File: config.mk
export PLATFORM = sky130hd
export DESIGN_NAME = epoch_seconds_to_fat_datetime
export DESIGN_NICKNAME = d
export VERILOG_FILES = /design/src/sv/efd_pkg.sv /design/src/sv/efd_ctrl.sv /design/src/sv/efd_dpath.sv /design/src/sv/epoch_seconds_to_fat_datetime.sv
export SDC_FILE = /design/constraint.sdc
export NUM_CORES = 1
export LEC_CHECK = 0
export BUFFER_PORTS_ARGS = -buffer_cell sky130_fd_sc_hd__buf_2
export CORE_MARGIN = 2
export CORE_UTILIZATION = 45
export CTS_CLUSTER_SIZE = 40
export DETAILED_ROUTE_END_ITERATION = 8
export PLACE_DENSITY = 0.64
export SETUP_SLACK_MARGIN = 0.1
export SLEW_MARGIN = 10
export SYNTH_ARGS = -nofsm -noshare
export SYNTH_HDL_FRONTEND = slang
export SYNTH_SLANG_ARGS = --single-unit
File: constraint.sdc
create_clock -name i_clk -period 16.5 [get_ports i_clk]
set_clock_uncertainty 0.2 [all_clocks]
set_input_delay 1.65 -clock i_clk [delete_from_list [all_inputs] [get_ports i_clk]]
set_output_delay 1.65 -clock i_clk [all_outputs]
set_load 0.02 [all_outputs]
File: src/sv/efd_pkg.sv
// ============================================================================
// efd_pkg
// Shared types and constants for the epoch seconds to FAT date/time converter.
// ============================================================================
package efd_pkg;

    localparam int DATA_W = 32;

    // divisors
    localparam logic [16:0] DAY_SECS  = 17'd86400;
    localparam logic [11:0] HOUR_SECS = 12'd3600;
    localparam logic [5:0]  MIN_SECS  = 6'd60;

    // reciprocals, rounded up: q = ((x >> pre) * RECIP) >> post, exact over range
    // day:  x >> 7, divide by 675, post shift 35
    // hour: x >> 4, divide by 225, post shift 21
    // min:  x >> 2, divide by 15,  post shift 14
    localparam logic [25:0] DAY_RECIP  = 26'd50903317;
    localparam logic [13:0] HOUR_RECIP = 14'd9321;
    localparam logic [10:0] MIN_RECIP  = 11'd1093;

    // year offsets from 1970
    localparam logic [7:0] FAT_BASE_OFF = 8'd10;   // 1980
    localparam logic [7:0] Y2100_OFF    = 8'd130;  // 2100, not leap
    localparam logic [7:0] GRP_LAST_OFF = 8'd124;  // last 4-year group start clear of 2100

    localparam logic [15:0] GRP_DAYS   = 16'd1461;
    localparam logic [8:0]  YEAR_DAYS  = 9'd365;
    localparam logic [8:0]  LEAP_DAYS  = 9'd366;
    localparam logic [3:0]  FEB_IDX    = 4'd1;
    localparam logic [4:0]  FEB_LEAP   = 5'd29;

    localparam logic [4:0] MONTH_DAYS [12] = '{
        5'd31, 5'd28, 5'd31, 5'd30, 5'd31, 5'd30,
        5'd31, 5'd31, 5'd30, 5'd31, 5'd30, 5'd31
    };

    typedef enum logic [3:0] {
        S_IDLE,
        S_DDIV,
        S_DREM,
        S_HDIV,
        S_HREM,
        S_MDIV,
        S_MREM,
        S_YEAR,
        S_MONTH,
        S_OUT
    } t_state;

    typedef struct packed {
        logic     load;
        logic     day_div;
        logic     day_rem;
        logic     hour_div;
        logic     hour_rem;
        logic     min_div;
        logic     min_rem;
        logic     year_step;
        logic     month_step;
        logic     out_load;
    } t_cmd;

    typedef struct packed {
        logic year_done;
        logic month_done;
        logic out_free;
    } t_stat;

    function automatic logic [4:0] month_len(input logic [3:0] m, input logic leap);
        logic [4:0] len;
        len = MONTH_DAYS[m];
        if (m == FEB_IDX && leap) begin
            len = FEB_LEAP;
        end
        return len;
    endfunction

endpackage

File: src/sv/efd_ctrl.sv
// ============================================================================
// efd_ctrl
// Sequencer: day, hour and minute divisions, then year and month walks and the output load.
// ============================================================================
module efd_ctrl (
    input  logic          i_clk,
    input  logic          i_rst_n,
    input  logic          i_in_valid,
    output logic          o_in_ready,
    input  efd_pkg::t_stat i_stat,
    output efd_pkg::t_cmd  o_cmd
);
    import efd_pkg::*;

    t_state r_state;
    t_state n_state;

    always_ff @(posedge i_clk) begin
        if (!i_rst_n) begin
            r_state <= S_IDLE;
        end else begin
            r_state <= n_state;
        end
    end

    always_comb begin
        n_state    = r_state;
        o_cmd      = '0;
        o_in_ready = 1'b0;
        case (r_state)
            S_IDLE: begin
                o_in_ready = 1'b1;
                if (i_in_valid) begin
                    o_cmd.load = 1'b1;
                    n_state    = S_DDIV;
                end
            end
            S_DDIV: begin
                o_cmd.day_div = 1'b1;
                n_state       = S_DREM;
            end
            S_DREM: begin
                o_cmd.day_rem = 1'b1;
                n_state       = S_HDIV;
            end
            S_HDIV: begin
                o_cmd.hour_div = 1'b1;
                n_state        = S_HREM;
            end
            S_HREM: begin
                o_cmd.hour_rem = 1'b1;
                n_state        = S_MDIV;
            end
            S_MDIV: begin
                o_cmd.min_div = 1'b1;
                n_state       = S_MREM;
            end
            S_MREM: begin
                o_cmd.min_rem = 1'b1;
                n_state       = S_YEAR;
            end
            S_YEAR: begin
                if (i_stat.year_done) begin
                    n_state = S_MONTH;
                end else begin
                    o_cmd.year_step = 1'b1;
                end
            end
            S_MONTH: begin
                if (i_stat.month_done) begin
                    n_state = S_OUT;
                end else begin
                    o_cmd.month_step = 1'b1;
                end
            end
            S_OUT: begin
                if (i_stat.out_free) begin
                    o_cmd.out_load = 1'b1;
                    n_state        = S_IDLE;
                end
            end
            default: begin
                n_state = S_IDLE;
            end
        endcase
    end

endmodule

File: src/sv/efd_dpath.sv
// ============================================================================
// efd_dpath
// Reciprocal-multiply divisions, year/month counters and the output register.
// ============================================================================
module efd_dpath (
    input  logic                       i_clk,
    input  logic                       i_rst_n,
    input  efd_pkg::t_cmd              i_cmd,
    output efd_pkg::t_stat             o_stat,
    input  logic [efd_pkg::DATA_W-1:0] i_data,
    output logic                       o_valid,
    input  logic                       i_ready,
    output logic [31:0]                o_data,
    output logic                       o_user
);
    import efd_pkg::*;

    logic [DATA_W-1:0] r_rem;
    logic [15:0]       r_days;
    logic [4:0]        r_hour;
    logic [5:0]        r_min;
    logic [7:0]        r_year;
    logic [3:0]        r_month;
    logic [31:0]       r_out_data;
    logic              r_out_user;
    logic              r_out_valid;

    logic [50:0]       day_prod;
    logic [32:0]       day_back;
    logic [26:0]       hour_prod;
    logic [16:0]       hour_back;
    logic [20:0]       min_prod;
    logic [11:0]       min_back;
    logic              leap;
    logic              grp_take;
    logic [8:0]        ylen;
    logic              year_ge;
    logic [4:0]        mlen;
    logic              month_ge;
    logic              early;
    logic [31:0]       res_data;

    // 86400 = 128 * 675, 3600 = 16 * 225, 60 = 4 * 15
    assign day_prod  = r_rem[31:7] * DAY_RECIP;
    assign day_back  = r_days * DAY_SECS;
    assign hour_prod = r_rem[16:4] * HOUR_RECIP;
    assign hour_back = r_hour * HOUR_SECS;
    assign min_prod  = r_rem[11:2] * MIN_RECIP;
    assign min_back  = r_min * MIN_SECS;

    // 1970 + off is leap when off mod 4 == 2, except 2100
    assign leap     = (r_year[1:0] == 2'd2) && (r_year != Y2100_OFF);
    // whole 4-year groups starting 1970 while clear of 2100
    assign grp_take = (r_year <= GRP_LAST_OFF) && (r_days >= GRP_DAYS);
    assign ylen     = leap ? LEAP_DAYS : YEAR_DAYS;
    assign year_ge  = r_days >= {7'd0, ylen};
    assign mlen     = month_len(r_month, leap);
    assign month_ge = r_days >= {11'd0, mlen};

    assign o_stat.year_done  = !grp_take && !year_ge;
    assign o_stat.month_done = !month_ge;
    assign o_stat.out_free   = !r_out_valid || i_ready;

    assign early = r_year < FAT_BASE_OFF;

    always_comb begin
        res_data        = '0;
        res_data[20:16] = r_hour;
        res_data[26:21] = r_min;
        res_data[31:27] = r_rem[5:1];
        if (!early) begin
            res_data[6:0]   = 7'(r_year - FAT_BASE_OFF);
            res_data[10:7]  = r_month + 4'd1;
            res_data[15:11] = r_days[4:0] + 5'd1;
        end
    end

    always_ff @(posedge i_clk) begin
        if (i_cmd.load) begin
            r_rem   <= i_data;
            r_year  <= '0;
            r_month <= '0;
        end
        if (i_cmd.day_div) begin
            r_days <= day_prod[50:35];
        end
        if (i_cmd.day_rem) begin
            r_rem <= r_rem - day_back[31:0];
        end
        if (i_cmd.hour_div) begin
            r_hour <= hour_prod[25:21];
        end
        if (i_cmd.hour_rem) begin
            r_rem <= r_rem - {15'd0, hour_back};
        end
        if (i_cmd.min_div) begin
            r_min <= min_prod[19:14];
        end
        if (i_cmd.min_rem) begin
            r_rem <= r_rem - {20'd0, min_back};
        end
        if (i_cmd.year_step) begin
            if (grp_take) begin
                r_days <= r_days - GRP_DAYS;
                r_year <= r_year + 8'd4;
            end else begin
                r_days <= r_days - {7'd0, ylen};
                r_year <= r_year + 8'd1;
            end
        end
        if (i_cmd.month_step) begin
            r_days  <= r_days - {11'd0, mlen};
            r_month <= r_month + 4'd1;
        end
        if (i_cmd.out_load) begin
            r_out_data <= res_data;
            r_out_user <= early;
        end
    end

    always_ff @(posedge i_clk) begin
        if (!i_rst_n) begin
            r_out_valid <= 1'b0;
        end else if (i_cmd.out_load) begin
            r_out_valid <= 1'b1;
        end else if (i_ready) begin
            r_out_valid <= 1'b0;
        end
    end

    assign o_valid = r_out_valid;
    assign o_data  = r_out_data;
    assign o_user  = r_out_user;

endmodule

File: src/sv/epoch_seconds_to_fat_datetime.sv
// Sequence from input accept to result valid: reciprocal-multiply day, hour and
// minute divisions, a year walk in 4-year groups then single years, a month walk
// of up to 11 steps, then the output load, which waits while the result is not taken.
// One item at a time: a new item is accepted only once the previous result has been
// loaded into the output register. Synchronous active-low reset clears state and valid.
// ============================================================================
// epoch_seconds_to_fat_datetime
// Converts seconds since 1970 into FAT date and time fields.
// ============================================================================
module epoch_seconds_to_fat_datetime (
    input  logic        i_clk,
    input  logic        i_rst_n,
    input  logic        i_s_tvalid,
    output logic        o_s_tready,
    input  logic [31:0] i_s_tdata,   // [31:0] epoch_seconds
    output logic        o_m_tvalid,
    input  logic        i_m_tready,
    // [6:0] year_since_1980, [10:7] month_number, [15:11] day_of_month,
    // [20:16] hour_of_day, [26:21] minute_of_hour, [31:27] half_seconds
    output logic [31:0] o_m_tdata,
    output logic        o_m_tuser    // [0] before_1980
);
    import efd_pkg::*;

    t_cmd  cmd;
    t_stat stat;

    efd_ctrl u_ctrl (
        .i_clk      (i_clk),
        .i_rst_n    (i_rst_n),
        .i_in_valid (i_s_tvalid),
        .o_in_ready (o_s_tready),
        .i_stat     (stat),
        .o_cmd      (cmd)
    );

    efd_dpath u_dpath (
        .i_clk   (i_clk),
        .i_rst_n (i_rst_n),
        .i_cmd   (cmd),
        .o_stat  (stat),
        .i_data  (i_s_tdata),
        .o_valid (o_m_tvalid),
        .i_ready (i_m_tready),
        .o_data  (o_m_tdata),
        .o_user  (o_m_tuser)
    );

endmodule

* Word-level counts from Yosys, hierarchy flattened
Memories as Yosys holds them, arrays and structs flattened.
Index checks and enable logic that the tools add are counted.
** Word-level totals
- Register bits after elaboration :: 109
- ROM bits :: 80
- Input port bits :: 36
- Output and inout bits :: 35
- Word-level logic and storage cells :: 106
- Memories :: 1
** Memories
- (no name shown) :: words 16, bits a word 5, read ports 1, clocked after Yosys merged registers in 0, wr ports 0, line efd_pkg.sv:72 : len = MONTH_DAYS[m];
** Cells by class
- Add/subtract/negate cells :: 11
- $mul :: 6
- $lt $le $gt $ge :: 6
- Equality and inequality tests :: 16
- Multiplexer cells :: 39
- Bitwise operators :: 1
- Reductions and logical operators :: 15
** Operator list (number)
- 2-to-1 mux 32 bit :: 4
- 2-to-1 mux 16 bit :: 4
- multiplier 25 x 26 -> 51 bit, second input constant :: 1
- case mux 4 bit (10 select lines) :: 1
- subtractor 32 x 12 -> 32 bit :: 1
- subtractor 32 x 17 -> 32 bit :: 1
- subtractor 32 bit :: 1
- multiplier 13 x 14 -> 26 bit, second input constant :: 1
- multiplier 16 x 10 -> 25 bit, second input constant :: 1
- 2-to-1 mux 4 bit :: 6
- 2-to-1 mux 8 bit :: 3
- multiplier 10 x 11 -> 20 bit, second input constant :: 1
- 2-to-1 mux 1 bit :: 17
- == test 4 x 3 -> 1 bit, second input constant :: 4
- >= comparator 16 x 11 -> 1 bit, second input constant :: 1
- >= comparator 16 x 5 -> 1 bit :: 1
- >= comparator 16 x 9 -> 1 bit :: 1
- subtractor 16 x 11 -> 16 bit, second input constant :: 1
- subtractor 16 x 5 -> 16 bit :: 1
- subtractor 16 x 9 -> 16 bit :: 1
- 2-to-1 mux 5 bit :: 3
- multiplier 5 x 8 -> 13 bit, second input constant :: 1
- multiplier 6 x 4 -> 10 bit, second input constant :: 1
- adder 8 x 1 -> 8 bit, second input constant :: 1
- other kinds (23) :: 36

* Logic depth before layout (Yosys ltp)
- Word-level depth :: 10
- Mapped depth :: 27
- Gate-level depth less buffers :: 27

* By module
A second synthesis with hierarchy kept.
** Second synthesis, totals
- Cells, all modules :: 2658
- Area total of the unflattened synthesis :: 25006.5 um^2
** By module, submodules not included
- efd_dpath :: times used 1, cells each 2611, area each 24659.9 um^2, sequential area each 3113.0 um^2
- efd_ctrl :: times used 1, cells each 47, area each 346.6 um^2, sequential area each 80.1 um^2

* Worst setup path before layout
OpenSTA, ideal clock, no wires.
- Path type :: register to register
- From :: register u_dpath.r_rem[28]
- To :: register u_dpath.r_days[15], data pin
- Setup time :: 0.255 ns
- Arrival time :: 6.246 ns
- Data required time :: 16.045 ns
- Setup slack :: 9.799 ns
- Stages on the path, launching flop included :: 25
- Buffers on the path :: 0
- Clock period less this slack :: 6.701 ns
- Path through :: edfxtp_1 -> inv_1 -> ha_1 -> ha_1 -> inv_1 -> fa_1 -> inv_1 -> fa_1 -> inv_1 -> fa_1 -> inv_1 -> fa_1 -> inv_1 -> fa_1 -> inv_1 -> ha_1 -> a2111oi_2 -> o21ai_1 -> o22a_1 -> a221o_1 -> a32oi_4 -> nor2_2 -> and4bb_1 -> o21ai_1 -> and3_1
** Between the ends
- Word-level cells in the longest chain between the ends :: 4
** RTL lines
- from (decl) :: line efd_dpath.sv:18 : logic [DATA_W-1:0] r_rem;
- from (signal assigned) :: line efd_dpath.sv:80 : r_rem <= i_data;
- from (signal assigned) :: line efd_dpath.sv:88 : r_rem <= r_rem - day_back[31:0];
- from (signal assigned) :: line efd_dpath.sv:94 : r_rem <= r_rem - {15'd0, hour_back};
- multiplier 25 x 26 -> 51 bit :: line efd_dpath.sv:44 : assign day_prod = r_rem[31:7] * DAY_RECIP;
- 2-to-1 mux 16 bit :: line efd_dpath.sv:84 : if (i_cmd.day_div) begin
- 2-to-1 mux 16 bit :: line efd_dpath.sv:102 : if (i_cmd.year_step) begin
- 2-to-1 mux 16 bit :: line efd_dpath.sv:111 : if (i_cmd.month_step) begin
- to (signal assigned) :: line efd_dpath.sv:85 : r_days <= day_prod[50:35];
- to (signal assigned) :: line efd_dpath.sv:104 : r_days <= r_days - GRP_DAYS;
- to (signal assigned) :: line efd_dpath.sv:112 : r_days <= r_days - {11'd0, mlen};
- to (decl) :: line efd_dpath.sv:19 : logic [15:0] r_days;
Every way passes these cells. The select of a mux whose other input is x is not followed.
A chain may end at the register's enable or synchronous reset.

* Final worst setup path
- From :: register u_dpath.r_rem[18]
- To :: register u_dpath.r_days[11], data pin
Same word-level chain as after synthesis.

==> Flow_metrics.wiki <==
{| class="wikitable"
! Metric !! Value
|-
| Status || complete, no violations
|-
| Via count of the first global-routing pass || 19100
|-
| Starting density of the core || 0.456
|-
| Die height || 240 um
|-
| Number of buffers created by CTS || 9
|-
| Class of the most critical hold timing path || flip-flop to flip-flop
|-
| Required arrival time at the worst endpoint || 16.42 ns
|-
| Max-cap violation count || 0
|-
| Cell type with the highest aggregate area in the netlist || ha_1
|-
| Overall overflow remaining after global route || 0
|-
| Count of warnings emitted by yosys || 0
|-
| Worst Max-Slew Pin Slew || 1.03 ns
|-
| Critical Path Source Type || flip-flop
|-
| Number of top-level design ports || 71
|-
| Share of the synthesized area in the top cell type || 0.298
|-
| Die area || 0.0578 sq mm
|-
| Global-route wire length before repair || 103000 um
|-
| Placed wire-length estimate after detailed placement || 55500 um
|-
| Number of placement rows || 86
|-
| Achievable Freq || 124 MHz
|-
| Detailed router's first-iteration violation count || 1307
|-
| Largest net degree at the start of global routing || 34
|-
| Cell types occupying the most area after synthesis || ha_1, fa_1, edfxtp_1, inv_1, a21oi_1
|-
| Kind of critical path || flip-flop to flip-flop
|-
| Area of the core || 0.0552 sq mm
|-
| Post-CTS setup-driven buffer insertion count || 0
|-
| Gate count after technology mapping || 2677
|-
| Fin area || 0.0268 sq mm
|-
| Final antenna-violating net count || 0
|-
| Main flop type after synthesis || edfxtp_1
|-
| Routability-driven placement congestion ratio || 0.927
|-
| Resize count post-CTS || 0
|-
| Number of filler instances in the final layout || 5188
|-
| Final number of hold-violating endpoints || 0
|-
| CP Capture Type || flip-flop
|-
| Post-synthesis cell area || 0.0252 sq mm
|-
| Bufs on Longest Clock Path || 2
|-
| Unique masters post-synth || 95
|-
| Synthesis-stage register bit count || 108
|-
| Via count of the routed design || 19100
|-
| Worst-path fanout max || 12
|-
| NumNets Final || 3642
|-
| Final critical-path share of the clock period || 0.488
|-
| Share of synthesized flip-flops with an asynchronous set or reset || 0
|-
| Post-detailed-route wirelength per cell || 18.8 um
|-
| Hold buffer count at CTS || 0
|-
| Final-report max-slew violation count || 0
|-
| Synth Area in Simple Gates || 0.0839
|-
| Share of the synthesized area in compound gates (AO/OA/AOI/OAI) || 0.140
|-
| Area Overhead vs Synth || 6.37%
|-
| CTS tree || yes
|-
| CTS H-tree lvls || 3
|-
| Xor/xnor cell area share of the yosys netlist || 0.0442
|-
| Drt total wl || 65900 um
|-
| Adder-cell share of the synthesized area || 0.508
|-
| Highest-count cells in the layout ignoring fill and taps || ha_1, inv_1, fa_1
|-
| Dominant combinational cell family by area after synthesis || adder cells
|-
| Drt via density || 5.47
|-
| Commonest non-fill, non-tap cell in the layout || ha_1
|-
| Placed standard-cell area || 0.0265 sq mm
|-
| Period minus WS final || 8.05 ns
|-
| Register clock-pin slew on the reported worst setup and hold paths || 0.08 ns
|-
| Final total negative setup slack || 0 ns
|-
| Mux contribution to synthesized area || 0.00418
|-
| Clock network latency to the later pin of the worst-skew pair || 0.38 ns
|-
| Share of synthesized area occupied by flip-flops and latches || 0.127
|-
| Area of all sequential standard cells || 0.00319 sq mm
|-
| Initial antenna violation count || 1
|-
| Die outline width || 240 um
|-
| Max-slew headroom at the worst pin || 0.311
|-
| Setup violators final || 0
|-
| Share of the core filled with cells in the final layout || 0.485
|-
| Fraction of layout cells with a size suffix above 1 || 0.0561
|-
| Unrepaired setup endpoints after global routing || false
|-
| Avg Cell Area, Syn || 9.40 sq um
|-
| Sink Count || 108
|-
| Antenna diode instance count || 0
|-
| All-layer global routing usage || 0.232
|-
| Endpoint arrival time on the critical path || 7.97 ns
|-
| Area used by multi-input combinational logic || 0.0197 sq mm
|-
| CTS root buf || clkbuf_16
|-
| DRC viols || 0
|-
| Count of input and output buffers || 69
|-
| TritonRoute pass-1 iters || 5
|-
| Count of flip-flops with a built-in enable after synthesis || 103
|-
| Synthesized Nets || 3577
|}
[path summary, 6_finish.rpt]
path	end	from	depth (start not counted)	slack, ns
max	u_dpath.r_days[11]$_DFFE_PP_	u_dpath.r_rem[18]$_DFFE_PP_	22	8.45
max reg2reg	u_dpath.r_days[11]$_DFFE_PP_	u_dpath.r_rem[18]$_DFFE_PP_	22	8.45
min reg2reg	u_dpath.o_data[27]$_DFFE_PP_	u_dpath.r_rem[1]$_DFFE_PP_	0	0.23
min	u_dpath.o_data[27]$_DFFE_PP_	u_dpath.r_rem[1]$_DFFE_PP_	0	0.23
[registers in the layout, summed over array words and instances, names as in the netlist]
| name | count |
|---|---|
| u_dpath.r_rem | 31 |
| u_dpath.o_data | 32 |
| u_ctrl.r_state | 4 |
| u_dpath.o_user | 1 |
| u_dpath.r_year | 8 |
| u_dpath.r_min | 6 |
| u_dpath.o_valid | 1 |
| u_dpath.r_days | 16 |
| u_dpath.r_month | 4 |
| u_dpath.r_hour | 5 |
[stage by stage]
| stage | hold WS [ns] | instances | setup WS (ns) |
|---|---|---|---|
| 2_1_floorplan | 0.200 | 2677 | 9.80 |
| 3_3_place_gp | 0.203 | 3479 | 8.57 |
| 3_5_place_dp | 0.213 | 3479 | 8.50 |
| 4_1_cts | 0.232 | 3495 | 8.48 |
| 5_1_grt | 0.235 | 3495 | 8.05 |
| 6_report | 0.228 | 3495 | 8.45 |
[worst max-delay path: stages (launching register included)]
cell and delay [ns]:
edfxtp_1 0.93, inv_1 0.32, ha_1 0.42, ha_1 0.30, inv_1 0.05, fa_1 0.53
fa_1 0.44, fa_1 0.54, inv_1 0.05, fa_1 0.53, inv_1 0.05, fa_1 0.53
inv_1 0.04, ha_1 0.32, a21oi_1 0.17, o21ai_0 0.18, nor3_1 0.24, o211ai_1 0.22
a31oi_1 0.68, o21ai_1 0.33, a41oi_1 0.31, xor2_1 0.28, o21ai_1 0.10
[synth_stat cells (6+ instances only)]
cell type,count
o21a_1,27
a221oi_1,8
o21ai_1,16
nor2b_1,23
o31ai_1,12
inv_1,569
a21oi_1,144
nand2_1,122
nor2_1,136
o21bai_1,19
nand3_1,22
and3_1,13
a211o_1,6
fa_1,264
and2_1,15
mux2i_1,6
edfxtp_1,103
nand2b_1,26
a31oi_1,16
a211oi_1,26
ha_1,600
o21ai_0,76
a21o_1,45
clkbuf_1,23
nand4_1,16
nor3_1,28
o22ai_1,18
a22oi_1,14
o211ai_1,13
buf_2,11
xor2_1,50
xnor2_1,77
or3_1,8
[layout make-up]
| class | instances | share of cell area |
|---|---|---|
| Clock buffer | 10 | 0.00856 |
| Clock inverter | 6 | 0.00234 |
| Inverter | 570 | 0.0800 |
| Multi-Input combinational cell | 1959 | 0.735 |
| Sequential cell | 108 | 0.119 |
| Tap cell | 748 | 0.0350 |
| Timing Repair Buffer | 94 | 0.0199 |
[metal layers]
layer	routed length, um	track usage
met1	30000	0.317
met2	31000	0.383
met3	3280	0.0327
met4	1580	0.0591
met5	13	0
[kinds of logic after synthesis]
| kind of cell | Yosys count |
|---|---|
| xor+xnor | 127 |
| mux | 10 |
| buf+inv | 610 |
| simple gates | 438 |
| fa+ha+maj | 864 |
| flops | 108 |
| compound gates | 520 |
Power is not shown: default switching activity piles up to over one toggle a cycle in this logic, so the estimate is an artifact.
